### src/rtl/c3v_pkg.sv
// Shared types and constants for the 3x3 three-channel valid convolution unit.
// No dependencies; every other file in rtl imports this package.
`timescale 1ns / 1ps
`default_nettype none

package c3v_pkg;

  localparam int NUM_CH      = 3;
  localparam int NUM_TAPS    = 9;
  localparam int NUM_WEIGHTS = 27;
  localparam int PIX_W       = 8;
  localparam int COEF_W      = 16;
  localparam int CFG_DATA_W  = 64;
  localparam int CFG_IDX_W   = 3;
  localparam int IMG_W_W     = 11;
  localparam int PROD_W      = 25;
  localparam int LANE_W      = 28;
  localparam int MERGE_W     = 30;
  localparam int OUT_W       = 32;
  localparam int ENTRY_W     = 48;

  localparam logic [IMG_W_W-1:0] IMAGE_WIDTH_RESET = 11'd1024;

  typedef enum logic [CFG_IDX_W-1:0] {
    REG_IMAGE_WIDTH   = 3'd0,
    REG_WEIGHTS_0_3   = 3'd1,
    REG_WEIGHTS_4_7   = 3'd2,
    REG_WEIGHTS_8_11  = 3'd3,
    REG_WEIGHTS_12_15 = 3'd4,
    REG_WEIGHTS_16_19 = 3'd5,
    REG_WEIGHTS_20_23 = 3'd6,
    REG_WEIGHTS_24_26 = 3'd7
  } reg_idx_e;

  // One pixel, channel 0 in the lowest byte.
  typedef logic [NUM_CH-1:0][PIX_W-1:0] rgb_t;

  // Window of one channel, tap index row*3 + col, row 0 on top.
  typedef logic [NUM_TAPS-1:0][PIX_W-1:0] chan_win_t;
  typedef chan_win_t [NUM_CH-1:0] win_t;

  typedef logic [NUM_TAPS-1:0][COEF_W-1:0] lane_coef_t;
  typedef logic [NUM_WEIGHTS-1:0][COEF_W-1:0] coef_t;

  typedef struct packed {
    logic valid;
    logic emit;
    logic last;
  } stage_ctl_t;

endpackage

`default_nettype wire

### src/rtl/c3v_lane.sv
// One channel lane: nine registered pixel-by-weight products, then their sum.
// Depends on c3v_pkg.
`timescale 1ns / 1ps
`default_nettype none

module c3v_lane import c3v_pkg::*; (
  input  wire logic                     clk_i,
  input  wire chan_win_t                win_i,
  input  wire lane_coef_t               coef_i,
  input  wire logic                     prod_en_i,
  input  wire logic                     sum_en_i,
  output logic signed [LANE_W-1:0]      sum_o
);

  logic signed [PROD_W-1:0] prod_q [NUM_TAPS];
  logic signed [LANE_W-1:0] acc;
  logic signed [LANE_W-1:0] sum_q;

  always_ff @(posedge clk_i) begin
    if (prod_en_i) begin
      for (int k = 0; k < NUM_TAPS; k++) begin
        prod_q[k] <= $signed({1'b0, win_i[k]}) * $signed(coef_i[k]);
      end
    end
  end

  always_comb begin
    acc = '0;
    for (int k = 0; k < NUM_TAPS; k++) begin
      acc = acc + LANE_W'(prod_q[k]);
    end
  end

  always_ff @(posedge clk_i) begin
    if (sum_en_i) begin
      sum_q <= acc;
    end
  end

  assign sum_o = sum_q;

endmodule

`default_nettype wire

### config.mk
export PLATFORM = sky130hd
export DESIGN_NAME = c3v_lane
export DESIGN_NICKNAME = d
export VERILOG_FILES = /design/src/rtl/c3v_pkg.sv /design/src/rtl/c3v_lane.sv
export SDC_FILE = /design/constraint.sdc
export NUM_CORES = 2
export LEC_CHECK = 0
export BUFFER_PORTS_ARGS = -buffer_cell sky130_fd_sc_hd__buf_2
export CAP_MARGIN = 20
export CORE_ASPECT_RATIO = 0.8
export CORE_MARGIN = 4
export CORE_UTILIZATION = 37
export CTS_CLUSTER_DIAMETER = 120
export DETAILED_ROUTE_END_ITERATION = 10
export SETUP_SLACK_MARGIN = 0.05
export SYNTH_ARGS = -nofsm -noshare
export SYNTH_HDL_FRONTEND = slang
export SYNTH_SLANG_ARGS = --single-unit
### constraint.sdc
create_clock -name clk_i -period 8.3 [get_ports clk_i]
set_input_delay 0.415 -clock clk_i [delete_from_list [all_inputs] [get_ports clk_i]]
set_output_delay 0.415 -clock clk_i [all_outputs]
set_load 0.02 [all_outputs]
==> out/qor.txt <==
CP max-delay cell -> fa_1
hold path cells -> 2
total number of vias -> 38800
# Post-CTS Setup Buffers -> 0
drt drc -> 0
core area -> 148000 um2
FMAX -> 0.192 GHz
H-tree depth -> 1
syn_area_per_cell -> 9.39 um2
XOR/XNOR Fraction of Synth Area -> 3.13%
synthesized flop and latch total -> 253
post-route ant nets -> 0
crit-path max FO -> 4
Hold Crit Class -> in -> reg
Post-synth top flop -> edfxtp_1
Reg-to-Reg Start -> prod_q[0][152]
GRT overflow -> 0
Critical R2R Capture -> sum_o[26]
area grow syn2layout -> 7.85%
RSZ-0062 raised after global routing -> false
largest net degree at the start of global routing -> 79
layout cells sized above 1 -> 5.16%
Nets -> 7872
Crit path buffers/inverters -> 3
max_cap viols -> 0
Die H -> 354 um
Routed WL -> 137000 um
Tcrit/Tclk final -> 62.8%
post-cts repair resize count -> 0
Ports -> 247
min Tclk post-route -> 5.21 ns
measured slew at the worst slew-check pin -> 1.00 ns
worst-skew pair later-pin latency -> 0.58 ns
final hold vios -> 0
CP delay by family, top -> adder cells
first-pass GRT wire length -> 225000 um
TritonCTS Sinks -> 253
run status -> completed
Final setup viols -> 0
Synth Cell Area -> 55400 um2
critical path, cell by cell -> fa_1 -> fa_1 -> fa_1 -> inv_1 -> fa_1 -> inv_1 -> ha_1 -> inv_1 -> fa_1 -> nor2b_1 -> o31a_1 -> o21ai_0 -> a21oi_1 -> o21ai_0 -> o21a_1 -> o311ai_0
chip width -> 441 um
multiplexer area fraction after synthesis -> 0.127%
Fin Setup TNS -> 0 ns
drt wl/cell -> 16.9 um
DR pass1 iterations -> 9
Synth Area in Compound Gates -> 6.64%
clock slew seen by the registers of the worst setup and hold paths -> 0.07 ns
Post-Syn Instances -> 5895
full die area -> 156000 um2
Hold Path Origin -> coef_i[48]
Crit path required time -> 8.65 ns
post-synthesis sequential area ratio -> 13.7%
clock skew -> 0.0165 ns
Post-synth ARST share -> 0%
critical path endpoint category -> register
largest stage delay on the critical path -> 0.59 ns
CP Launch Type -> register
Post-DP HPWL -> 118000 um
Cell variety after synth -> 75
max-slew violations -> 0
Root Driver -> clkbuf_16
CTS Buf Count -> 28
cts hold-fix bufs -> 0
CP Data Arrival Time -> 5.56 ns
Via density -> 4.80
kind of critical path -> reg -> reg
Syn Nets -> 7687
Yosys warnings -> 0
Post-Synth Adder-Cell Area -> 50.4%
Port Buf Inserts -> 246
largest family of logic cells by synthesized area -> adder cells
Synth Area in Simple Gates -> 14.0%
DR iter-0 viols -> 2385
Placer Congestion -> 0.867
initial antenna violation count -> 24
GRT Resource Usage Total -> 18.1%
most used cell, CP -> fa_1
CTS tree -> built
Hold Path Sink -> prod_q[0][75]
flop-to-flop setup slack -> 3.09 ns
vias in the first global route -> 41200
site row count -> 126
Initial Utilization -> 37.4%
r2r worst-path depth -> 16
number of flops mapped to enable cells by yosys -> 253
Rel. slew slack -> 33.3%
Clock Tree Buf Depth -> 3
metal layers:
| layer | up-vias | GRT usage (%) | routed length [um] |
|---|---|---|---|
| li1 | 18100 | - | - |
| met1 | 19700 | 25.4 | 60800 |
| met5 | - | 0 | 81 |
| met3 | 151 | 2.79 | 8470 |
| met2 | 916 | 29.6 | 64300 |
| met4 | 14 | 4.15 | 3500 |
cells in the mapped netlist, types with 41 or more instances:
| master | count | area (um2) |
|---|---|---|
| nand2_1 | 625 | 2350 |
| nor2_1 | 122 | 458 |
| a21oi_1 | 152 | 761 |
| and2_1 | 616 | 3850 |
| a21o_1 | 75 | 563 |
| inv_1 | 1670 | 6270 |
| ha_1 | 478 | 5980 |
| fa_1 | 1095 | 21900 |
| o21ai_0 | 86 | 430 |
| xnor2_1 | 157 | 1380 |
| xor2_1 | 41 | 359 |
| clkbuf_1 | 90 | 338 |
| edfxtp_1 | 253 | 7600 |
how the worst max path moves through the flow:
stage / start / endpoint / slack (ns) / cells past startpoint
final: prod_q[0][152] / sum_o[26] / 3.09 / 16
after global routing: prod_q[0][160] / sum_o[26] / 2.73 / 14
after CTS: prod_q[0][152] / sum_o[26] / 3.12 / 16
after detailed placement: win_i[48] / prod_q[0][174] / 2.69 / 17
after global placement: win_i[64] / prod_q[0][219] / 2.85 / 16
after floorplan: coef_i[111] / prod_q[0][174] / 3.22 / 17
logic make-up (layout without fill, tap and decap cells):
logic type,count (synthesis),count (layout)
DFF,253,253
and+or+nand+nor,1548,1548
AOI/OAI and AO/OA,553,553
muxes,7,7
xor gates and xnor gates,198,198
buffers and inverters,1763,1970
other,0,15
adders and majority gates,1573,1573
final cells by class:
class                   instances  area, um2
inverters                    1670       6270
repair buffers                248       1260
clock inverters                20        209
clock buffers                  32        716
diodes                         15       37.5
flip-flops and latches        253       7600
well taps                    1984       2480
multi-input cells            3879      41200
fillers                     14700      88300
cell usage in the layout, fill, tap and decap left out, types with 41 or more instances in the layout:
cell      count
nor2_1      122
a21o_1       75
inv_1      1670
o21ai_0      86
fa_1       1095
edfxtp_1    253
xor2_1       41
a21oi_1     152
ha_1        478
and2_1      616
xnor2_1     157
nand2_1     625
buf_2       245
metrics by stage:
stage / util [%] / hold WS [ns] / setup WS, ns / instance area [um2] / std cells
after CTS: 40.3 / 0.257 / 3.12 / 59700 / 8086
after global routing: 40.3 / 0.288 / 2.73 / 59700 / 8092
final: 40.3 / 0.284 / 3.09 / 59700 / 8101
after detailed placement: 39.7 / 0.802 / 2.69 / 58800 / 8034
after global placement: 39.7 / 0.801 / 2.85 / 58800 / 8034
after floorplan: - / 0.527 / 3.22 / 55400 / 5895
sequential cells by signal, summed over array words and instances, names as in the netlist:
| register | flops |
|---|---|
| prod_q | 225 |
| sum_o | 28 |
Power is not shown: default switching activity piles up to over one toggle a cycle in this logic, so the estimate is an artifact.
