**src/rtl/c3v_pkg.sv**
```systemverilog
// Shared types and constants for the 3x3 three-channel valid convolution unit.
// No dependencies; every other file in rtl imports this package.
`timescale 1ns / 1ps
`default_nettype none

package c3v_pkg;

  localparam int NUM_CH      = 3;
  localparam int NUM_TAPS    = 9;
  localparam int NUM_WEIGHTS = 27;
  localparam int PIX_W       = 8;
  localparam int COEF_W      = 16;
  localparam int CFG_DATA_W  = 64;
  localparam int CFG_IDX_W   = 3;
  localparam int IMG_W_W     = 11;
  localparam int PROD_W      = 25;
  localparam int LANE_W      = 28;
  localparam int MERGE_W     = 30;
  localparam int OUT_W       = 32;
  localparam int ENTRY_W     = 48;

  localparam logic [IMG_W_W-1:0] IMAGE_WIDTH_RESET = 11'd1024;

  typedef enum logic [CFG_IDX_W-1:0] {
    REG_IMAGE_WIDTH   = 3'd0,
    REG_WEIGHTS_0_3   = 3'd1,
    REG_WEIGHTS_4_7   = 3'd2,
    REG_WEIGHTS_8_11  = 3'd3,
    REG_WEIGHTS_12_15 = 3'd4,
    REG_WEIGHTS_16_19 = 3'd5,
    REG_WEIGHTS_20_23 = 3'd6,
    REG_WEIGHTS_24_26 = 3'd7
  } reg_idx_e;

  // One pixel, channel 0 in the lowest byte.
  typedef logic [NUM_CH-1:0][PIX_W-1:0] rgb_t;

  // Window of one channel, tap index row*3 + col, row 0 on top.
  typedef logic [NUM_TAPS-1:0][PIX_W-1:0] chan_win_t;
  typedef chan_win_t [NUM_CH-1:0] win_t;

  typedef logic [NUM_TAPS-1:0][COEF_W-1:0] lane_coef_t;
  typedef logic [NUM_WEIGHTS-1:0][COEF_W-1:0] coef_t;

  typedef struct packed {
    logic valid;
    logic emit;
    logic last;
  } stage_ctl_t;

endpackage

`default_nettype wire

```
**src/rtl/c3v_merge.sv**
```systemverilog
// Merging stage: adds the three lane sums into the output register.
// Depends on c3v_pkg.
`timescale 1ns / 1ps
`default_nettype none

module c3v_merge import c3v_pkg::*; (
  input  wire logic                     clk_i,
  input  wire logic                     rst_ni,
  input  wire logic signed [LANE_W-1:0] lane0_i,
  input  wire logic signed [LANE_W-1:0] lane1_i,
  input  wire logic signed [LANE_W-1:0] lane2_i,
  input  wire logic                     load_i,
  input  wire logic                     last_i,
  input  wire logic                     out_ready_i,
  output logic                          free_o,
  output logic                          out_valid_o,
  output logic signed [OUT_W-1:0]       conv_value_o,
  output logic                          last_of_frame_o
);

  logic                      vo_q, vo_d;
  logic signed [MERGE_W-1:0] total;
  logic signed [OUT_W-1:0]   value_q;
  logic                      last_q;

  assign total  = MERGE_W'(lane0_i) + MERGE_W'(lane1_i) + MERGE_W'(lane2_i);
  assign free_o = ~vo_q | out_ready_i;
  assign vo_d   = load_i ? 1'b1 : (out_ready_i ? 1'b0 : vo_q);

  always_ff @(posedge clk_i or negedge rst_ni) begin
    if (!rst_ni) begin
      vo_q <= 1'b0;
    end else begin
      vo_q <= vo_d;
    end
  end

  always_ff @(posedge clk_i) begin
    if (load_i) begin
      value_q <= OUT_W'(total);
      last_q  <= last_i;
    end
  end

  assign out_valid_o     = vo_q;
  assign conv_value_o    = value_q;
  assign last_of_frame_o = last_q;

endmodule

`default_nettype wire

```
**config.mk**
```make
export PLATFORM = sky130hd
export DESIGN_NAME = c3v_merge
export DESIGN_NICKNAME = d
export VERILOG_FILES = /design/src/rtl/c3v_pkg.sv /design/src/rtl/c3v_merge.sv
export SDC_FILE = /design/constraint.sdc
export NUM_CORES = 1
export LEC_CHECK = 0
export BUFFER_PORTS_ARGS = -buffer_cell sky130_fd_sc_hd__buf_2
export CELL_PAD_IN_SITES_DETAIL_PLACEMENT = 1
export CELL_PAD_IN_SITES_GLOBAL_PLACEMENT = 2
export CORE_UTILIZATION = 27
export DETAILED_ROUTE_END_ITERATION = 6
export HOLD_SLACK_MARGIN = 0.12
export PLACE_DENSITY_LB_ADDON = 0.1
export SYNTH_ARGS = -nofsm -noshare
export SYNTH_HDL_FRONTEND = slang
export SYNTH_SLANG_ARGS = --single-unit
```
**constraint.sdc**
```tcl
create_clock -name clk_i -period 0.8 [get_ports clk_i]
set_input_delay 0.08 -clock clk_i [delete_from_list [all_inputs] [get_ports clk_i]]
set_output_delay 0.08 -clock clk_i [all_outputs]
set_load 0.02 [all_outputs]
```
==> metrics.txt <==
Final Cycle Share=2.96; CTS Sinks=32; synth top area cells=edfxtp_1, fa_1, ha_1, a21oi_1, xor2_1; critical path class=primary input to register; Simple-Gate Fraction of Synth Area=0.102; Synth Area per Inst=11.0 um^2; initial antenna violation count=0; Wirelength per Cell=15.1 um; unrepaired setup endpoints after global routing=yes; FFs w/ async S/R, synth=0.0313; largest net degree at the start of global routing=20; max-cap violations=0; I/O pins=124; Die Y-Extent=108 um; Net Sw Frac=0.380; vias per cell=4.68; Worst-Margin Slew=0.338 ns; number of flops mapped to enable cells by yosys=31; GRT Resource Usage Total=0.176; cell mode on critical path=buf_6; CP endpoint kind=register; Worst R2R End=out_valid_o$_DFFE_PN0P_; status=finished, violations left; adder-cell share of the synthesized area=0.306; CTS tree=built; IO buf count=123; Synth Area in Compound Gates=0.180; Overflow after GRT=0; sequential power share=0.231; Seq/Total Area, Yosys=0.314; Synth Register Bits=32; Die W=108 um; Hold Path Origin=load_i; number of cells in the finished layout apart from fillers=650; synth warn=0; slowest stage delay, CP=0.48 ns; Leak Pwr=0.00248 uW; total internal power=7460 uW; commonest non-fill, non-tap cells in the layout=buf_2, buf_4, buf_6, edfxtp_1, fa_1; drt total wl=9810 um; Slew Viols, Final=0; FF-to-FF path depth=4; WP data arrival=2.42 ns; Worst Hold Path EP=conv_value_o[18]$_DFFE_PP_; DRC errors left=0; Startpoint Class=primary input; final setup violation count=65; Post-Synth XOR/XNOR Area=0.0720; Buffers & Inverters on Critical Path=11; DR pass1 iterations=4; Crit Path Max Fanout=2; post-synth cell types=42; min Tclk post-route=2.37 ns; syn nets=422; Syn Inst Count=276; vias in the first global route=3330; Post-synth top flop=edfxtp_1; top cell type's share of synthesized area=0.306; post-synthesis mux area share=0; placed cells=618; Cells on Worst Hold Path=2; largest area contributor in the netlist=edfxtp_1; row count=38; Pwr Density=2210 mW/mm^2; Tot Pwr=12000 uW; Mapped Area=0.00304 mm^2; Final Hold Violating Endpoints=0; fraction of layout cells with a size suffix above 1=0.592; RD Place Congestion=0.786; slew margin rel.=0.772; post-route ant nets=0; Initial Utilization=0.279; Worst Skew=0 ns; clk_lat worst skew=0.29 ns; r2r startpoint=out_valid_o$_DFFE_PN0P_; PnR worst setup slack=-1.57 ns; global-route wire length before repair=16000 um; Critical Path RT=0.85 ns; Nets=655; CP max-delay cell=fa_1; initial drt markers=62; area growth from synthesis to layout=78.9%; root buf cell=clkbuf_8; Clock transition at path regs=0.08 ns; VDD IR max=0.907 mV; Psw=4560 uW; vias=3044; fin util=0.500; hpwl dp=7620 um; worst slack, placed=-1.93 ns; CTS Buf Count=5; most common cell after layout, fill and taps aside=buf_2; Comb power frac=0.633; violated checks=setup timing; core area=0.0109 mm^2; CP delay by family, top=buffers and inverters; Clk pwr share=0.136; Die ar.=0.0117 mm^2; setup TNS=-39.93 ns; Bufs on Longest Clock Path=2; H-tree levels=2; Hold Crit Class=primary input to register; diode count=0; largest family of logic cells by synthesized area=adder cells; Max Clock Freq=422 MHz; critical path, cell by cell=buf_6, fa_1, ha_2, fa_2, buf_4, buf_6, buf_6, buf_6, buf_6, buf_6, buf_6, buf_6, buf_6, buf_6, xor2_1; Fillers=1209; R2R Setup Slk=-0.06 ns
-- registers in the layout, indices dropped and copies added, names as in the netlist --
| signal | flops |
|---|---|
| conv_value_o | 30 |
| out_valid_o | 1 |
| last_of_frame_o | 1 |
-- final cells by class --
class                      instances  area, um^2  share of cell area
clock buffer                       5        68.8              0.0126
clock inverter                     3        42.5             0.00781
inverter                          11        48.8             0.00896
multi-input combinational        225        2390               0.438
sequential                        32         956               0.176
tap                              140         175              0.0322
timing repair buffer             234        1770               0.324
-- kinds of logic after synthesis --
group,count (synthesis)
AO/OA/AOI/OAI,82
AND/OR/NAND/NOR,61
adder cells (fa/ha/maj),57
flip-flops,32
XOR/XNOR,25
buffers and inverters,19
-- metrics by stage --
step,hold WS (ns),instance area [um^2]
global placement,-0.144,4590
global route,0.231,5450
detailed placement,-0.143,4590
finish,0.243,5450
CTS,0.160,5280
floorplan,-0.216,3160
-- worst max-delay path by stage --
stage,start,endpoint,slack [ns],cells past startpoint
finish,lane0_i[1],conv_value_o[3]$_DFFE_PP_,-1.57,15
global route,lane0_i[1],conv_value_o[27]$_DFFE_PP_,-1.67,11
CTS,lane0_i[1],conv_value_o[17]$_DFFE_PP_,-1.53,11
detailed placement,lane0_i[1],conv_value_o[25]$_DFFE_PP_,-1.93,12
global placement,lane0_i[1],conv_value_o[27]$_DFFE_PP_,-1.89,11
floorplan,lane0_i[1],conv_value_o[27]$_DFFE_PP_,-1.71,10
-- metal layers --
layer / global-route usage / wire length (um) / vias to the layer above
li1: - / - / 1468
met1: 0.221 / 4310 / 1489
met2: 0.319 / 5030 / 80
met3: 0.0265 / 416 / 7
met4: 0.0313 / 59 / 0
met5: 0 / 0 / -
-- synth_stat cells (5+ instances only) --
master    number
a21o_1        13
a21oi_1       25
a21oi_2        5
clkbuf_1       5
edfxtp_1      31
fa_1          29
ha_1          28
inv_1         11
nand2_1       14
nand2b_1       5
nand3_1        7
nor2_1        12
nor3_1         7
o21ai_0       12
xnor2_1       12
xor2_1        13
-- power groups by stage --
stage                     Combinational, uW  Sequential, uW  Clock, uW
after floorplan                        2820            3310          0
after global placement                 6010            2700          0
after detailed placement               6110            2710          0
after CTS                              7260            2740       1690
after global routing                   8280            2830       1780
final                                  7610            2780       1640
-- what timing repair did --
action | CTS | global route
endpoints found under the setup margin | 64 | 65
hold buffers | 3 | 0
gates resized for setup | 92 | 46
buffers inserted | 24 | 11
endpoints found under the hold margin | 2 | 0
pin swaps | 41 | 10
Note: power is estimated with default switching activity, not from simulation.
